`src/hdl/kps_pkg.sv`:
```
`timescale 1ns / 1ps

package kps_pkg;

  localparam int ID_W         = 16;
  localparam int COORD_W      = 16;
  localparam int DIST_W       = 36;
  localparam int SQ_W         = 2 * (COORD_W + 1);
  localparam int RANK_W       = 3;
  localparam int ML_W         = 4;
  localparam int RESULT_LIMIT = 8;
  localparam logic [ML_W-1:0] ML_RESET = 4'd4;

  // configuration register indexes
  typedef enum logic [1:0] {
    REG_QUERY_X    = 2'd0,
    REG_QUERY_Y    = 2'd1,
    REG_QUERY_Z    = 2'd2,
    REG_MAX_LIGHTS = 2'd3
  } reg_index_t;

  typedef struct packed {
    logic [ID_W-1:0]           id;
    logic signed [COORD_W-1:0] x;
    logic signed [COORD_W-1:0] y;
    logic signed [COORD_W-1:0] z;
    logic                      last;
  } light_t;

  typedef struct packed {
    logic               valid;
    logic [ID_W-1:0]    id;
    logic [DIST_W-1:0]  sq_dist;
    logic               last;
  } dist_item_t;

  typedef struct packed {
    logic [ID_W-1:0]   id;
    logic [DIST_W-1:0] sq_dist;
  } slot_t;

endpackage

```
`src/hdl/kps_channels.sv`:
```
`timescale 1ns / 1ps

interface kps_light_if;
  logic                                valid;
  logic                                ready;
  logic [kps_pkg::ID_W-1:0]            light_id;
  logic signed [kps_pkg::COORD_W-1:0]  light_x;
  logic signed [kps_pkg::COORD_W-1:0]  light_y;
  logic signed [kps_pkg::COORD_W-1:0]  light_z;
  logic                                last_light;

  modport source (output valid, light_id, light_x, light_y, light_z, last_light,
                  input ready);
  modport sink   (input valid, light_id, light_x, light_y, light_z, last_light,
                  output ready);
endinterface

interface kps_result_if;
  logic                            valid;
  logic                            ready;
  logic [kps_pkg::RANK_W-1:0]      rank;
  logic [kps_pkg::ID_W-1:0]        chosen_id;
  logic [kps_pkg::DIST_W-1:0]      squared_distance;
  logic                            last_result;

  modport source (output valid, rank, chosen_id, squared_distance, last_result,
                  input ready);
  modport sink   (input valid, rank, chosen_id, squared_distance, last_result,
                  output ready);
endinterface

```
`src/hdl/kps_dist.sv`:
```
`timescale 1ns / 1ps

module kps_dist (
  input  logic                               clk,
  input  logic                               rst,
  input  logic                               adv,
  input  logic                               in_valid,
  input  kps_pkg::light_t                    in_light,
  input  logic signed [kps_pkg::COORD_W-1:0] query_x,
  input  logic signed [kps_pkg::COORD_W-1:0] query_y,
  input  logic signed [kps_pkg::COORD_W-1:0] query_z,
  output kps_pkg::dist_item_t                item
);
  import kps_pkg::*;

  // stage 1: captured candidate
  logic   s1_valid;
  light_t s1;

  // stage 2: per-axis squares
  logic              s2_valid;
  logic [ID_W-1:0]   s2_id;
  logic              s2_last;
  logic [SQ_W-1:0]   s2_sx;
  logic [SQ_W-1:0]   s2_sy;
  logic [SQ_W-1:0]   s2_sz;

  logic signed [COORD_W:0] dx;
  logic signed [COORD_W:0] dy;
  logic signed [COORD_W:0] dz;
  logic signed [SQ_W-1:0]  sqx;
  logic signed [SQ_W-1:0]  sqy;
  logic signed [SQ_W-1:0]  sqz;

  always_comb begin
    dx  = {s1.x[COORD_W-1], s1.x} - {query_x[COORD_W-1], query_x};
    dy  = {s1.y[COORD_W-1], s1.y} - {query_y[COORD_W-1], query_y};
    dz  = {s1.z[COORD_W-1], s1.z} - {query_z[COORD_W-1], query_z};
    sqx = dx * dx;
    sqy = dy * dy;
    sqz = dz * dz;
  end

  // valid bits are reset, payload only moves with the pipe
  always_ff @(posedge clk) begin
    if (rst) begin
      s1_valid   <= 1'b0;
      s2_valid   <= 1'b0;
      item.valid <= 1'b0;
    end else if (adv) begin
      s1_valid   <= in_valid;
      s2_valid   <= s1_valid;
      item.valid <= s2_valid;
    end
    if (adv) begin
      s1           <= in_light;
      s2_id        <= s1.id;
      s2_last      <= s1.last;
      s2_sx        <= SQ_W'(sqx);
      s2_sy        <= SQ_W'(sqy);
      s2_sz        <= SQ_W'(sqz);
      item.id      <= s2_id;
      item.last    <= s2_last;
      item.sq_dist <= DIST_W'(s2_sx) + DIST_W'(s2_sy) + DIST_W'(s2_sz);
    end
  end

endmodule

```
`src/hdl/kps_sorter.sv`:
```
`timescale 1ns / 1ps

module kps_sorter #(
  parameter int SLOTS = 8,
  parameter int KW    = $clog2(SLOTS + 1)
) (
  input  logic                         clk,
  input  logic                         rst,
  input  logic                         adv,
  input  kps_pkg::dist_item_t          item,
  input  logic [kps_pkg::ML_W-1:0]     max_lights,
  output logic                         load,
  output logic [KW-1:0]                load_count,
  output kps_pkg::slot_t               list [SLOTS]
);
  import kps_pkg::*;

  localparam int CAP = (SLOTS < RESULT_LIMIT) ? SLOTS : RESULT_LIMIT;

  slot_t         slots [SLOTS];
  logic [KW-1:0] fill;
  logic [KW-1:0] fill_next;

  logic [ML_W-1:0] k4;
  logic [KW-1:0]   k;
  logic [KW-1:0]   fill_eff;
  logic [SLOTS-1:0] le;
  logic [KW-1:0]   pos;
  logic            insert;
  logic [KW-1:0]   count_after;
  slot_t           fresh;

  always_comb begin
    // effective K: zero acts as one, saturate at the slot/result cap
    k4 = (max_lights == '0) ? ML_W'(1) : max_lights;
    if (k4 > ML_W'(CAP)) k4 = ML_W'(CAP);
    k = KW'(k4);

    fill_eff = (fill > k) ? k : fill;

    // kept entries are sorted, so le[] is a prefix mask
    for (int i = 0; i < SLOTS; i++) begin
      le[i] = (KW'(i) < fill_eff) && (slots[i].sq_dist <= item.sq_dist);
    end
    pos    = KW'($countones(le));
    insert = (pos < k);

    fresh.id      = item.id;
    fresh.sq_dist = item.sq_dist;

    list[0] = (insert && !le[0]) ? fresh : slots[0];
    for (int i = 1; i < SLOTS; i++) begin
      if (!insert || le[i]) begin
        list[i] = slots[i];
      end else if (le[i-1]) begin
        list[i] = fresh;
      end else begin
        list[i] = slots[i-1];
      end
    end

    count_after = (insert && fill_eff < k) ? fill_eff + KW'(1) : fill_eff;
    load        = item.valid && item.last && adv;
    load_count  = count_after;
    fill_next   = item.last ? '0 : count_after;
  end

  always_ff @(posedge clk) begin
    if (rst) begin
      fill <= '0;
    end else if (item.valid && adv) begin
      fill <= fill_next;
    end
  end

  always_ff @(posedge clk) begin
    if (item.valid && adv) begin
      for (int i = 0; i < SLOTS; i++) begin
        slots[i] <= list[i];
      end
    end
  end

endmodule

```
`src/hdl/kps_emit.sv`:
```
`timescale 1ns / 1ps

module kps_emit #(
  parameter int SLOTS = 8,
  parameter int KW    = $clog2(SLOTS + 1)
) (
  input  logic                 clk,
  input  logic                 rst,
  input  logic                 load,
  input  logic [KW-1:0]        load_count,
  input  kps_pkg::slot_t       list [SLOTS],
  output logic                 free,
  kps_result_if.source         result
);
  import kps_pkg::*;

  slot_t             buffer [SLOTS];
  logic [KW-1:0]     remaining;
  logic [RANK_W-1:0] rank;
  logic              xfer;

  always_comb begin
    xfer                    = (remaining != '0) && result.ready;
    free                    = (remaining == '0) || ((remaining == KW'(1)) && result.ready);
    result.valid            = (remaining != '0);
    result.rank             = rank;
    result.chosen_id        = buffer[0].id;
    result.squared_distance = buffer[0].sq_dist;
    result.last_result      = (remaining == KW'(1));
  end

  always_ff @(posedge clk) begin
    if (rst) begin
      remaining <= '0;
      rank      <= '0;
    end else if (load) begin
      remaining <= load_count;
      rank      <= '0;
    end else if (xfer) begin
      remaining <= remaining - KW'(1);
      rank      <= rank + RANK_W'(1);
    end
  end

  // head of the buffer is always the next result
  always_ff @(posedge clk) begin
    if (load) begin
      for (int i = 0; i < SLOTS; i++) begin
        buffer[i] <= list[i];
      end
    end else if (xfer) begin
      for (int i = 0; i < SLOTS - 1; i++) begin
        buffer[i] <= buffer[i+1];
      end
    end
  end

endmodule

```
`src/hdl/k_nearest_point_selector_unit.sv`:
```
`timescale 1ns / 1ps
// k_nearest_point_selector_unit
// Streams candidate points on the light channel (id, x/y/z signed Q8.8,
// last_light) and keeps the max_lights nearest to the query position,
// nearest first, ties kept in arrival order.
// Config: wr_en/wr_index/wr_data write query_x, query_y, query_z, max_lights;
// write only while the block is idle.
// Throughput: one candidate transfer per cycle while light.ready is high.
// The three-stage distance pipe (capture, per-axis square, sum) feeds a
// parallel compare-insert over all slots, one candidate each cycle.
// Results go out one per cycle while result.ready is high, rank 0 first,
// last_result on the final one (1 to max_lights results, 0 counting as 1,
// capped at SLOTS and RESULT_LIMIT). A finished list is copied into an
// output buffer as its last_light candidate leaves the sum stage, so the
// next list streams in while results drain. A last_light candidate at the
// insert stage while the buffer holds more than one pending result, or one
// not being taken, stalls the whole pipe (light.ready low) until it frees.
// Receiver stall: results hold stable while result.ready is low.
// Reset (rst, synchronous): empties pipe, slot list and buffer; query
// registers go to 0 and max_lights to 4.
module k_nearest_point_selector_unit #(
  parameter int SLOTS = 8
) (
  input  logic                          clk,
  input  logic                          rst,
  input  logic                          wr_en,
  input  logic [1:0]                    wr_index,
  input  logic [kps_pkg::COORD_W-1:0]   wr_data,
  kps_light_if.sink                     light,
  kps_result_if.source                  result
);
  import kps_pkg::*;

  localparam int KW = $clog2(SLOTS + 1);

  // configuration registers
  logic signed [COORD_W-1:0] query_x;
  logic signed [COORD_W-1:0] query_y;
  logic signed [COORD_W-1:0] query_z;
  logic [ML_W-1:0]           max_lights;

  always_ff @(posedge clk) begin
    if (rst) begin
      query_x    <= '0;
      query_y    <= '0;
      query_z    <= '0;
      max_lights <= ML_RESET;
    end else if (wr_en) begin
      case (reg_index_t'(wr_index))
        REG_QUERY_X:    query_x    <= wr_data;
        REG_QUERY_Y:    query_y    <= wr_data;
        REG_QUERY_Z:    query_z    <= wr_data;
        REG_MAX_LIGHTS: max_lights <= wr_data[ML_W-1:0];
        default: ;
      endcase
    end
  end

  light_t     in_light;
  dist_item_t item;
  logic       adv;
  logic       load;
  logic       free;
  logic [KW-1:0] load_count;
  slot_t      list [SLOTS];

  // pipe moves unless a finished list has nowhere to go
  assign adv         = !(item.valid && item.last && !free);
  assign light.ready = adv;

  always_comb begin
    in_light.id   = light.light_id;
    in_light.x    = light.light_x;
    in_light.y    = light.light_y;
    in_light.z    = light.light_z;
    in_light.last = light.last_light;
  end

  kps_dist u_dist (
    .clk      (clk),
    .rst      (rst),
    .adv      (adv),
    .in_valid (light.valid),
    .in_light (in_light),
    .query_x  (query_x),
    .query_y  (query_y),
    .query_z  (query_z),
    .item     (item)
  );

  kps_sorter #(.SLOTS(SLOTS), .KW(KW)) u_sorter (
    .clk        (clk),
    .rst        (rst),
    .adv        (adv),
    .item       (item),
    .max_lights (max_lights),
    .load       (load),
    .load_count (load_count),
    .list       (list)
  );

  kps_emit #(.SLOTS(SLOTS), .KW(KW)) u_emit (
    .clk        (clk),
    .rst        (rst),
    .load       (load),
    .load_count (load_count),
    .list       (list),
    .free       (free),
    .result     (result)
  );

endmodule

```
`src/flat_wrapper.sv`:
```
// flat-port wrapper written by rule: the top's interface ports become plain ports
module k_nearest_point_selector_unit_flat import kps_pkg::*;
#(
  parameter int SLOTS = 8
)
  (clk, rst, wr_en, wr_index, wr_data, light_valid, light_light_id, light_light_x, light_light_y, light_light_z, light_last_light, light_ready, result_valid, result_rank, result_chosen_id, result_squared_distance, result_last_result, result_ready);
  kps_light_if light_i ();
  kps_result_if result_i ();
  input  logic clk;
  input  logic rst;
  input  logic wr_en;
  input  logic [1:0] wr_index;
  input  logic [kps_pkg::COORD_W-1:0] wr_data;
  input wire logic [$bits(light_i.valid)-1:0] light_valid;
  input wire logic [$bits(light_i.light_id)-1:0] light_light_id;
  input wire logic [$bits(light_i.light_x)-1:0] light_light_x;
  input wire logic [$bits(light_i.light_y)-1:0] light_light_y;
  input wire logic [$bits(light_i.light_z)-1:0] light_light_z;
  input wire logic [$bits(light_i.last_light)-1:0] light_last_light;
  output wire logic [$bits(light_i.ready)-1:0] light_ready;
  output wire logic [$bits(result_i.valid)-1:0] result_valid;
  output wire logic [$bits(result_i.rank)-1:0] result_rank;
  output wire logic [$bits(result_i.chosen_id)-1:0] result_chosen_id;
  output wire logic [$bits(result_i.squared_distance)-1:0] result_squared_distance;
  output wire logic [$bits(result_i.last_result)-1:0] result_last_result;
  input wire logic [$bits(result_i.ready)-1:0] result_ready;
  assign light_i.valid = light_valid;
  assign light_i.light_id = light_light_id;
  assign light_i.light_x = light_light_x;
  assign light_i.light_y = light_light_y;
  assign light_i.light_z = light_light_z;
  assign light_i.last_light = light_last_light;
  assign light_ready = light_i.ready;
  assign result_valid = result_i.valid;
  assign result_rank = result_i.rank;
  assign result_chosen_id = result_i.chosen_id;
  assign result_squared_distance = result_i.squared_distance;
  assign result_last_result = result_i.last_result;
  assign result_i.ready = result_ready;
  k_nearest_point_selector_unit #(.SLOTS(SLOTS)) u_core (.clk(clk), .rst(rst), .wr_en(wr_en), .wr_index(wr_index), .wr_data(wr_data), .light(light_i), .result(result_i));
endmodule
```
`config.mk`:
```
export PLATFORM = sky130hd
export DESIGN_NAME = k_nearest_point_selector_unit_flat
export DESIGN_NICKNAME = d
export VERILOG_FILES = /design/src/hdl/kps_pkg.sv /design/src/hdl/kps_channels.sv /design/src/hdl/kps_dist.sv /design/src/hdl/kps_sorter.sv /design/src/hdl/kps_emit.sv /design/src/hdl/k_nearest_point_selector_unit.sv /design/src/flat_wrapper.sv
export SDC_FILE = /design/constraint.sdc
export NUM_CORES = 2
export LEC_CHECK = 0
export BUFFER_PORTS_ARGS = -buffer_cell sky130_fd_sc_hd__buf_2
export CORE_MARGIN = 1.5
export CORE_UTILIZATION = 35
export CTS_BUF_LIST = sky130_fd_sc_hd__clkbuf_8
export DETAILED_ROUTE_END_ITERATION = 10
export GPL_ROUTABILITY_DRIVEN = 0
export PLACE_DENSITY_LB_ADDON = 0.12
export SLEW_MARGIN = 25
export SYNTH_ARGS = -nofsm -noshare
export SYNTH_HDL_FRONTEND = slang
export SYNTH_SLANG_ARGS = --single-unit
```
`constraint.sdc`:
```
create_clock -name clk -period 26.1 [get_ports clk]
set_input_delay 7.83 -clock clk [delete_from_list [all_inputs] [get_ports clk]]
set_output_delay 7.83 -clock clk [all_outputs]
set_load 0.03 [all_outputs]
```
==> metrics.md <==
| Metric | Value |
|---|---|
| Data required time of the worst path | ~18 ns |
| TritonCTS clock tree | done |
| Slew Viols, Final | 0 |
| Worst hold-check path type | reg -> reg |
| Fraction of the yosys area taken by sequential cells | 0.372 |
| Area Growth Syn to Fin | 9.17% |
| Final clock period utilization by the worst path | 0.654 |
| First-pass GRT wire length | 378000 um |
| Bufs on Longest Clock Path | 3 |
| Width of the die | between 500 and 600 um |
| Worst Path Arrival | 9.23 ns |
| Critical Path Source Type | primary input |
| Cell type with the highest aggregate area in the netlist | sky130_fd_sc_hd__edfxtp_1 |
| Max Fanout on Critical Path | 35 |
| Final #Nets | 9715 |
| Final setup violating endpoints | 0 |
| Vias per std cell | 5.07 |
| Root Driver | sky130_fd_sc_hd__clkbuf_8 |
| Post-Syn Area per Cell | approximately 11 um^2 |
| Reported max-cap violation count | 0 |
| Most area-consuming cells after synthesis | sky130_fd_sc_hd__edfxtp_1 (36%), sky130_fd_sc_hd__fa_1 (19%), sky130_fd_sc_hd__ha_1 (8.9%) |
| Number of H-tree branching levels | 4 |
| Worst hold stages | 0 |
| Initial Utilization | 0.353 |
| Die Area | 259000 um^2 |
| Number of sinks on the clock net | 1132 |
| Number of hold violations in the final report | 0 |
| Number of antenna violations at the first check in global routing | 9 |
| Fmax achieved | 58.6 MHz |
| Drt first-iter violations | 3670 |
| Run status | finished clean |
| Maximum number of pins on one net before global-route repair | 157 |
| Placement row count | ~190 |
| Post-synthesis register bit count | 1132 |
| Critical Path Sink Type | output pin |
| Post-Synthesis Cell Area | 89700 um^2 |
| Sum Neg Setup Slack | 0 ns |
| Gate count after technology mapping | 8096 |
| Cell depth of the worst flop-to-flop path | 29 |
| Per-cell routed wire length | 20.9 um |
| Total number of vias | slightly below 60000 |
| Tot GR Track Use | 0.190 |
| Setup repair after global routing missed its margin | false |
| Synth Warn # | 0 |
| Rel. slew slack | 0.183 |
| CTS hold repair buffers | 0 |
| Most used flip-flop cell after synthesis | sky130_fd_sc_hd__edfxtp_1 |
| Resized Gates After CTS | 0 |
| Slew at the pin closest to its max-slew limit | 1.22 ns |
| Asr flop ratio synth | 0 |
| Placed cell area | 93800 um^2 |
| Number of I/O pins | 146 |
| Half-perimeter wire length after detailed placement | 178000 um |
| Remaining global-route overflow | 0 |
| Final clock skew | 0.0959 ns |
| Layout cells sized above 1 | 0.122 |
| Vias in the first global route | 62728 |
| TritonRoute pass-1 iters | 6 |
| Number of routed nets with antenna violations | 0 |
| Port Buf Inserts | 145 |
| Synth top area share | 0.357 |
| Placeable core area | 254000 um^2 |
| Clock transition at the register clock pins on the worst setup and hold paths after CTS | 0.06 ns |
| Start-to-end type of the worst setup path | in -> out |
| Post-CTS setup-driven buffer insertion count | 0 |
| Number of clock buffers inserted by TritonCTS | between 200 and 250 |
| Count of cell types in the netlist | 101 |
| Fin crit period | 17.06 ns |
| Final design area excluding fillers | 97900 um^2 |
| Chip height | 509 um |
| Source-to-sink clock delay at the later pin of the worst-skew pair | 0.99 ns |
| Total wire length after detailed routing | 244000 um |
| Post-route DRC violation count | 0 |
| Number of enable-type register cells in the synthesized netlist | 1066 |
| Final core utilization | 0.385 |
==> layout make-up <==
| type | instances | area (um^2) |
|---|---|---|
| Tap cell | 3366 | 4210 |
| Sequential cell | 1132 | 33300 |
| Clock inverter | 165 | 1130 |
| Inverter | 1148 | 4330 |
| Antenna cell | 7 | 17.5 |
| Clock buffer | 209 | 2880 |
| Multi-Input combinational cell | 5395 | 50300 |
| Fill cell | 24943 | 156000 |
| Timing Repair Buffer | 258 | 1680 |
==> final timing paths <==
| check | from | to | slack, ns |
|---|---|---|---|
| worst max-delay path | result_ready | light_ready | 9.04 |
| worst min register to register | u_core.u_dist.s2_id[13] | u_core.u_dist.item[50] | 0.37 |
| worst min-delay path | u_core.u_dist.s2_id[13] | u_core.u_dist.item[50] | 0.37 |
| worst max register to register | u_core.max_lights[3] | u_core.u_emit.buffer[0][65] | 15.61 |
==> Yosys cell counts (62+ instances only) <==
| cell type | count |
|---|---|
| sky130_fd_sc_hd__clkbuf_1 | 241 |
| sky130_fd_sc_hd__edfxtp_1 | 1066 |
| sky130_fd_sc_hd__a21o_1 | 187 |
| sky130_fd_sc_hd__nand3_1 | 148 |
| sky130_fd_sc_hd__dfxtp_1 | 66 |
| sky130_fd_sc_hd__nor2_1 | 503 |
| sky130_fd_sc_hd__nand2_1 | 754 |
| sky130_fd_sc_hd__ha_1 | 635 |
| sky130_fd_sc_hd__o21ai_0 | 229 |
| sky130_fd_sc_hd__a211oi_1 | 63 |
| sky130_fd_sc_hd__inv_1 | 1134 |
| sky130_fd_sc_hd__a21oi_1 | 344 |
| sky130_fd_sc_hd__o31ai_1 | 62 |
| sky130_fd_sc_hd__fa_1 | 852 |
| sky130_fd_sc_hd__mux2i_1 | 277 |
| sky130_fd_sc_hd__o211ai_1 | 111 |
| sky130_fd_sc_hd__mux2_2 | 398 |
| sky130_fd_sc_hd__nor3_1 | 83 |
| sky130_fd_sc_hd__nand4_1 | 64 |
| sky130_fd_sc_hd__buf_2 | 98 |
| sky130_fd_sc_hd__xnor2_1 | 139 |
==> per-layer routing <==
metal | global-route usage | wire (um)
met4 | 0.0417 | 5050
met2 | 0.330 | 120000
met3 | 0.0223 | 8850
met1 | 0.254 | 111000
met5 | 0 | 0
==> registers in the layout, indices dropped and copies added (netlist names), 4 cells and up <==
register and flops:
u_core.u_dist.s2_sz 33, u_core.u_dist.s2_sx 33, u_core.u_dist.item 54, u_core.u_sorter.fill 4
u_core.u_emit.remaining 4, u_core.u_emit.buffer 416, u_core.query_y 16, u_core.u_sorter.slots 416
u_core.u_dist.s2_id 16, u_core.u_dist.s1 65, u_core.query_x 16, u_core.query_z 16
u_core.u_dist.s2_sy 33, u_core.max_lights 4
==> layout by cell type (no fill, tap or decap), drive strengths merged, types with 65 or more instances in the layout <==
cell type,instances
a211oi,65
a21o,191
a21oi,344
buf,258
clkbuf,209
clkinv,100
dfxtp,66
edfxtp,1066
fa,852
ha,635
inv,1204
mux2,415
mux2i,277
nand2,754
nand3,148
nor2,503
nor3,85
o211ai,112
o21ai,248
xnor2,139
==> worst max-delay path, cell delays in order <==
cell	delay, ns
sky130_fd_sc_hd__buf_2	0.13
sky130_fd_sc_hd__a21boi_0	0.35
sky130_fd_sc_hd__nand3_4	0.49
sky130_fd_sc_hd__buf_2	0.38
==> metrics by stage <==
| stage | cells | worst slack [ns] | hold slack, ns |
|---|---|---|---|
| after floorplan | 8098 | 2.88 | 0.400 |
| after global placement | 11295 | 9.00 | 0.401 |
| after detailed placement | 11295 | 8.99 | 0.405 |
| after CTS | 11669 | 8.99 | 0.367 |
| after global routing | 11678 | 8.88 | 0.402 |
| final | 11680 | 9.04 | 0.369 |
==> kinds of logic (layout without fill, tap and decap cells) <==
| logic type | after synthesis | in the layout | share of synthesized area |
|---|---|---|---|
| simple gates | 1774 | 1774 | 0.0866 |
| buf+inv | 1571 | 1780 | 0.0701 |
| fa+ha+maj | 1487 | 1487 | 0.279 |
| compound gates | 1252 | 1252 | 0.0914 |
| flops | 1132 | 1132 | 0.372 |
| mux | 692 | 692 | 0.0831 |
| xor+xnor | 187 | 187 | 0.0183 |
| other cells | 1 | 10 | 0.0000418 |
Power is not shown: default switching activity piles up to over one toggle a cycle in this logic, so the estimate is an artifact.
